$ cat config.mk
export PLATFORM = sky130hd
export DESIGN_NAME = rir_ctrl
export DESIGN_NICKNAME = d
export VERILOG_FILES = /design/src/hdl/assert_macros.svh /design/src/hdl/rir_pkg.sv /design/src/hdl/rir_ctrl.sv
export SDC_FILE = /design/constraint.sdc
export NUM_CORES = 1
export LEC_CHECK = 0
export BUFFER_PORTS_ARGS = -buffer_cell sky130_fd_sc_hd__buf_2
export CORE_AREA = 2 2 39 41
export DETAILED_ROUTE_END_ITERATION = 6
export DIE_AREA = 0 0 41 43
export GPL_ROUTABILITY_DRIVEN = 0
export MAX_ROUTING_LAYER = met4
export PLACE_DENSITY = 0.57
export SYNTH_ARGS = -nofsm -noshare
export SYNTH_HDL_FRONTEND = slang
export SYNTH_SLANG_ARGS = --single-unit
$ cat constraint.sdc
create_clock -name clk -period 1.95 [get_ports clk]
set_clock_uncertainty 0.1 [all_clocks]
set_input_delay 0.0975 -clock clk [delete_from_list [all_inputs] [get_ports clk]]
set_output_delay 0.0975 -clock clk [all_outputs]
set_load 0.02 [all_outputs]
$ cat src/hdl/assert_macros.svh
// Assertion helpers used by the top-level RTL.
`ifndef ASSERT_MACROS_SVH
`define ASSERT_MACROS_SVH

`ifndef SYNTHESIS
`define RIR_ASSERT_IMP(lbl, clk, rst_n, ante, cons, msg) \
	lbl: assert property (@(posedge clk) disable iff (!rst_n) (ante) |-> (cons)) \
		else $error(msg);
`define RIR_ASSERT_NXT(lbl, clk, rst_n, ante, cons, msg) \
	lbl: assert property (@(posedge clk) disable iff (!rst_n) (ante) |=> (cons)) \
		else $error(msg);
`else
`define RIR_ASSERT_IMP(lbl, clk, rst_n, ante, cons, msg)
`define RIR_ASSERT_NXT(lbl, clk, rst_n, ante, cons, msg)
`endif

`endif

$ cat src/hdl/rir_pkg.sv
`default_nettype none

package rir_pkg;

	localparam int MAX_WINDOW_TERMS_DEF   = 256;
	localparam int TERM_FRACTION_BITS_DEF = 48;

	localparam int PRICE_W  = 32;
	localparam int VOL_W    = 32;
	localparam int PROD_W   = 64;
	localparam int SUM_W    = 64;
	localparam int TERM_W   = 56;
	localparam int WINDOW_W = 8;

	localparam logic [WINDOW_W-1:0] WINDOW_RESET = 8'd30;
	localparam logic [PRICE_W-1:0]  PRICE_ONE    = 32'h0001_0000;

	typedef enum logic [3:0] {
		ST_IDLE,
		ST_PREP,
		ST_TERM_GO,
		ST_TERM_WAIT,
		ST_UPDATE,
		ST_MEAN_GO,
		ST_MEAN_WAIT,
		ST_FINISH
	} rir_state_t;

	typedef struct packed {
		logic load_in;
		logic prep;
		logic div_start;
		logic div_sel_mean;
		logic update;
		logic load_out;
	} rir_cmd_t;

	typedef struct packed {
		logic have_prev;
		logic vol_zero;
		logic held_nz;
		logic div_busy;
		logic div_done;
	} rir_sts_t;

endpackage

`default_nettype wire

$ cat src/hdl/rir_ctrl.sv
`default_nettype none

module rir_ctrl (
	input  wire logic               clk,
	input  wire logic               arst_n,
	input  wire logic               in_valid,
	output logic                    in_ready,
	output logic                    out_valid,
	input  wire logic               out_ready,
	output rir_pkg::rir_cmd_t       cmd,
	input  wire rir_pkg::rir_sts_t  sts
);

	rir_pkg::rir_state_t state_q;
	rir_pkg::rir_state_t state_d;
	logic                out_valid_q;

	always_ff @(posedge clk or negedge arst_n) begin
		if (!arst_n) begin
			state_q     <= rir_pkg::ST_IDLE;
			out_valid_q <= 1'b0;
		end else begin
			state_q <= state_d;
			if (cmd.load_out) begin
				out_valid_q <= 1'b1;
			end else if (out_ready) begin
				out_valid_q <= 1'b0;
			end
		end
	end

	always_comb begin
		state_d  = state_q;
		cmd      = '0;
		in_ready = 1'b0;
		case (state_q)
			rir_pkg::ST_IDLE: begin
				in_ready = 1'b1;
				if (in_valid) begin
					cmd.load_in = 1'b1;
					state_d     = rir_pkg::ST_PREP;
				end
			end
			rir_pkg::ST_PREP: begin
				cmd.prep = 1'b1;
				state_d  = (sts.have_prev && !sts.vol_zero) ? rir_pkg::ST_TERM_GO
				                                            : rir_pkg::ST_UPDATE;
			end
			rir_pkg::ST_TERM_GO: begin
				cmd.div_start = 1'b1;
				state_d       = rir_pkg::ST_TERM_WAIT;
			end
			rir_pkg::ST_TERM_WAIT: begin
				if (sts.div_done) begin
					state_d = rir_pkg::ST_UPDATE;
				end
			end
			rir_pkg::ST_UPDATE: begin
				cmd.update = 1'b1;
				state_d    = rir_pkg::ST_MEAN_GO;
			end
			rir_pkg::ST_MEAN_GO: begin
				cmd.div_sel_mean = 1'b1;
				if (sts.held_nz) begin
					cmd.div_start = 1'b1;
					state_d       = rir_pkg::ST_MEAN_WAIT;
				end else begin
					state_d = rir_pkg::ST_FINISH;
				end
			end
			rir_pkg::ST_MEAN_WAIT: begin
				if (sts.div_done) begin
					state_d = rir_pkg::ST_FINISH;
				end
			end
			rir_pkg::ST_FINISH: begin
				if (!out_valid_q || out_ready) begin
					cmd.load_out = 1'b1;
					state_d      = rir_pkg::ST_IDLE;
				end
			end
			default: begin
				state_d = rir_pkg::ST_IDLE;
			end
		endcase
	end

	assign out_valid = out_valid_q;

endmodule

`default_nettype wire

==> results of run 1 <==
==> repair_timing <==
item | CTS | global route
gates resized for setup | 0 | 0
hold buffers | 1 | 0
endpoints found under the hold margin | 4 | 0
==> worst max path at each step <==
stage / from / end / slack, ns / cells after the start
2_1_floorplan: state_q[1] / cmd[5] / 0.59 / 3
3_3_place_gp: state_q[1] / cmd[0] / 0.56 / 3
3_5_place_dp: state_q[1] / cmd[0] / 0.56 / 3
4_1_cts: state_q[1] / cmd[0] / 0.30 / 3
5_1_grt: state_q[1] / cmd[0] / 0.20 / 3
6_report: state_q[1] / cmd[0] / 0.30 / 3
==> critical path: stages, from the launching register on <==
cell     delay, ns
dfrtp_1       0.64
nand3_1       0.19
nor2b_2       0.20
buf_2         0.19
==> final cells by class <==
class | instances | area, sq um | share of cell area (%)
clock buffers | 3 | 22.5 | 5.47
inverters | 3 | 11.3 | 2.74
multi-input cells | 25 | 173 | 41.9
flip-flops and latches | 4 | 100 | 24.3
well taps | 16 | 20.0 | 4.86
repair buffers | 16 | 85.1 | 20.7
==> layer usage <==
layer	vias up	global-route usage (%)	wire, microns
met4	0	2.00	0
met5	-	-	0
met2	9	10.0	286
met1	131	14.7	319
met3	0	9.42	56
li1	154	-	-
==> per-stage QoR <==
| stage | total power [mW] | hold WS (ns) |
|---|---|---|
| after global placement | 0.581 | -0.195 |
| final | 0.687 | 0.0658 |
| after global routing | 0.753 | 0.0962 |
| after detailed placement | 0.585 | -0.195 |
| after CTS | 0.693 | 0.0666 |
| after floorplan | 0.547 | -0.298 |
==> cells by family (layout without fill, tap and decap cells) <==
| logic type | after synthesis | count (layout) | share of synthesized area [%] |
|---|---|---|---|
| buffers and inverters | 6 | 22 | 14.2 |
| AND/OR/NAND/NOR | 16 | 16 | 30.3 |
| flip-flops | 4 | 4 | 31.5 |
| AO/OA/AOI/OAI | 9 | 9 | 24.0 |
==> registers in the layout, indices dropped and copies added, names as in the netlist <==
name / flops
out_valid: 1
state_q: 3
==> power groups by stage <==
stage                     Clock [mW]  Sequential (mW)  Combinational, mW
after floorplan                    0            0.168              0.379
after global placement             0            0.237              0.344
after detailed placement           0            0.238              0.347
after CTS                      0.107            0.237              0.350
after global routing           0.119            0.255              0.379
final                          0.103            0.239              0.345
==> cell usage in the layout (no fill, tap or decap), drive strengths merged <==
cell type     n
o311ai        1
o22ai         1
nor2b         2
and2          1
buf          15
nor3          2
nand2         2
a22o          1
nor2          4
dlygate4sd3   1
a211oi        2
clkbuf        3
a221o         1
nand2b        2
o21ai         1
nor3b         1
inv           3
nand3         2
dfrtp         4
a21oi         2
==> key figures, run 1 <==
Run status
  • Run status: complete, no violations

Placed design
  • PortBufs: 15
  • Post-DP HPWL: 482 microns
  • Placed instance count: 63
  • Pre-CTS setup slack: approximately 0.56 ns
  • DP Area: 379 sq um

Logic synthesis
  • Syn Nets: 44
  • Area contributors post-synth: dfrtp_1 31%, buf_6 11%, a211oi_2 3.9%
  • Top-count cell post-synth: dfrtp_1
  • Post-Syn Area per Cell: slightly above 9 sq um
  • Synthesized cell area: 318 sq um
  • Top cell type's share of synthesized area: 31.5%
  • Post-synth EDFFs: 0
  • Part of the Yosys area used for sequential elements: approximately a third
  • Post-synth top flop: dfrtp_1
  • Leading area contributor after synthesis: dfrtp_1
  • Post-synth top cells: 4 x dfrtp_1, 3 x buf_6, 3 x nor2_1
  • Yosys cell types: 24
  • Cells after Synth: 35
  • Ys async rst share: 100%
  • #FFs+latches synth: 4
  • Yosys Warn Count: 0

Job
  • Max Cap Violations: 0

Floorplan
  • Core Region: 1380 sq um
  • Rows: 14
  • Die height: 43 microns
  • Die area: 1760 sq um
  • Number of top-level pins: 17
  • Die W: 41 microns
  • Starting density of the core: a little under a quarter

Pwr
  • Cell Pwr Density: 1670 nW/um^2
  • Clock Power Share: 15.0%
  • Int Pwr: about 0.35 mW
  • Switching share of power: 49.5%
  • Combinational share of power: about half
  • Max rail drop VDD: 0.894 mV
  • Leakage: 0.205 nW
  • P_sw: 0.340 mW
  • Reg power frac: between 30% and 40%

GRT
  • Number of antenna violations at the first check in global routing: 0
  • Global-route wire length before repair: 1120 microns
  • Vias in the first global route: about 250
  • Largest net degree at the start of global routing: 15
  • Total grt overflow: 0
  • GRT Resource Usage Total: 10.1%

STA
  • Part of the cycle the worst path needs: 84.8%
  • RSZ-0062 raised after global routing: no
  • Worst-Margin Slew: 0.501 ns
  • Final-report setup violation count: 0
  • Setup ws final: 0.297 ns
  • Fmax: 605 MHz
  • Final hold vios: 0
  • Max_slew headroom: 66.6%
  • Slew Viols, Final: 0
  • Final TNS setup: 0 ns
  • Tmin final: 1.65 ns

Worst setup path
  • Path depth of the worst reg2reg path: 3
  • Arrival time at the worst endpoint: 1.46 ns
  • Reg2Reg Launch Point: state_q[1]
  • Reg-to-reg slack, setup: ~0.60 ns
  • Worst path required time: 1.75 ns
  • Startpoint Class: register
  • Critical path type: register to primary output
  • Kind of end point of the critical path: primary output
  • CP max FO: 14
  • Worst R2R End: state_q[0]

Clocking
  • H-tree depth: 1
  • CTS tree: done
  • Total clock sinks: 4
  • Cts bufs inserted: 3
  • Post-CTS Setup Bufs: 0
  • Latest clock arrival within the worst-skew pair: 0.24 ns
  • Clock slew at reported path FFs: roughly 0.04 ns
  • Clk root buf: clkbuf_4
  • Clock buffer depth: 2

Drt
  • DRC: 0
  • Via density per instance: between 4 and 5
  • WL/cell: approximately 9.9 microns
  • Vias: 294
  • Routed Antenna Nets: 0
  • Drt pass-1 iters: 4
  • Drt total wl: approximately 660 microns
  • Starting DRT DRC Count: 6

Min path
  • Hold worst-path end: out_valid
  • Hold Crit Class: input pin to register
  • Hold wc startpoint: out_ready
  • Hold Path Depth: 3

Layout
  • Fill cells: 150
  • Nets@finish: 62
  • Post-route cell area: 412 sq um
  • Cell Count, Final, Fillers Out: between 60 and 70
  • N_diodes: 0
  • Core Util, Final: 29.7%
  • Share of cells above drive strength 1: 51.0%
  • Layout area overhead: 29.5%
(Power assumes the default switching activity.)
==> run 2, diff against run 1 <==
- clock period: 1.95 -> 1.6 ns (I/O delays scaled with it)
==> run 2 against run 1 <==
Effect of this change:
- first-iteration DRC count did not move
- design area rose by 0.61%
- combinational power rose by 21%
- register-to-register slack got worse by 0.21 ns
- sequential share of layout area rose by 0.46 points
- setup slack got worse by 0.17 ns
- global-route usage fell by 0.73 points
- highest routed layer unchanged
==> key figures, run 2 (synthesis gave the netlist of run 1 again) <==
Run status
  • Run status: complete, no violations

Pwr
  • Max rail drop VDD: 1.18 mV
  • Cell Pwr Density: 2000 nW/um^2
  • Leakage: between 0.2 and 0.25 nW
  • Tot Pwr: 0.830 mW

GRT
  • Total grt overflow: 0
  • Number of antenna violations at the first check in global routing: 0
  • Global-route wire length before repair: approximately 1000 microns
  • GRT Resource Usage Total: a little under a tenth
  • Largest net degree at the start of global routing: 15
  • Vias in the first global route: 252

Layout
  • Commonest cells after routing, fill and taps aside: 15 x buf_2, 3 x nor2_1, 3 x clkbuf_4
  • Core Util, Final: 29.9%
  • Register Area: a little over 100 sq um
  • Max reg flops: 3
  • Largest register by flop count: state_q
  • Share of cells above drive strength 1: 54.9%
  • N_diodes: 0
  • Fill cells: about 160
  • Layout area overhead: 30.3%
  • Nets@finish: 62
  • Commonest non-fill, non-tap cell in the layout: buf_2
  • Post-route cell area: 414 sq um
  • Area of the multi-input gates: 173 sq um

Clocking
  • Total clock sinks: 4
  • Clock buffer depth: 2
  • Clock slew at reported path FFs: 0.04 ns
  • CTS tree: done
  • Clk root buf: clkbuf_4
  • H-tree depth: 1
  • Latest clock arrival within the worst-skew pair: 0.23 ns
  • Cts bufs inserted: 3

Drt
  • WL/cell: approximately 9 microns
  • Via density per instance: 4.61
  • Starting DRT DRC Count: 6
  • Routed Antenna Nets: 0
  • Drt total wl: 607 microns
  • Drt pass-1 iters: 4
  • DRC: 0
  • Vias: between 300 and 400

STA
  • Slew Viols, Final: 0
  • Fmax: about 700 MHz
  • Max_slew headroom: about four fifths
  • RSZ-0062 raised after global routing: no
  • Final TNS setup: 0 ns
  • Final hold vios: 0
  • Tmin final: between 1 and 1.5 ns
  • Part of the cycle the worst path needs: 91.8%
  • Final-report setup violation count: 0
  • Worst-Margin Slew: 0.289 ns

Worst setup path
  • CP max FO: 14
  • Kind of end point of the critical path: primary output
  • Worst path required time: 1.42 ns
  • Critical path type: register to primary output
  • Arrival time at the worst endpoint: 1.29 ns
  • Path depth of the worst reg2reg path: 3
  • Startpoint Class: register

Floorplan
  • Rows: 14
  • Die area: 1760 sq um
  • Starting density of the core: 23.0%
  • Number of top-level pins: 17
  • Die W: 41 microns
  • Core Region: 1380 sq um
  • Die height: 43 microns

Placed design
  • PortBufs: 15
  • Post-DP HPWL: 467 microns
  • DP Area: 379 sq um

Min path
  • Hold Crit Class: input pin to register
  • Hold Path Depth: 3

Job
  • Max Cap Violations: 0
## run 2: cell counts in the layout (fill, tap and decap cells not counted)
No cell type changed its count.
## run 2: area by class of cell
class | instances | share of cell area [%]
tap | 16 | 4.83
clock buffer | 3 | 5.44
timing repair buffer | 16 | 20.5
inverter | 3 | 2.72
sequential | 4 | 24.8
multi-input combinational | 25 | 41.7
## run 2: path summary, 6_finish.rpt
kind / from / to / slack (ns)
max in group asynchronous: arst_n / state_q[1] / 1.19
min in group asynchronous: arst_n / out_valid / 0.08
max reg2reg: state_q[0] / state_q[0] / 0.39
min reg2reg: out_valid / out_valid / 0.43
max: state_q[1] / cmd[0] / 0.13
min: out_ready / out_valid / 0.06
## run 2: layer usage
metal  wire length, microns  global-route usage [%]  vias up
met5                      0                       -        -
met2                    300                    12.2        8
li1                       -                       -      156
met3                     62                    9.42        0
met1                    244                    10.1      145
met4                      0                    2.00        0
## run 2: critical path, cell delays in order, from the launching register on
cell and delay (ns):
dfrtp_2 0.51, nand3_1 0.16, nor2b_2 0.20, buf_2 0.19
## run 2: timing repair
action | in CTS | in global routing
gates resized for setup | 1 | 1
endpoints found under the setup margin | 1 | 2
buffers inserted | 0 | 0
endpoints found under the hold margin | 4 | 0
hold buffers | 1 | 0
## run 2: stage by stage
stage	setup WS (ns)	hold slack (ns)	std cells
6_report	0.131	0.0590	67
2_1_floorplan	0.260	-0.316	35
3_5_place_dp	0.224	-0.210	63
4_1_cts	0.0570	0.0461	67
3_3_place_gp	0.232	-0.213	63
5_1_grt	0.0163	0.0727	67
## run 2: where the power goes
group | internal (mW) | total, mW | switching [mW]
Clock | 0.0837 | 0.122 | 0.0384
Combinational | 0.187 | 0.417 | 0.230
Sequential | 0.158 | 0.291 | 0.134
Total | 0.429 | 0.830 | 0.402
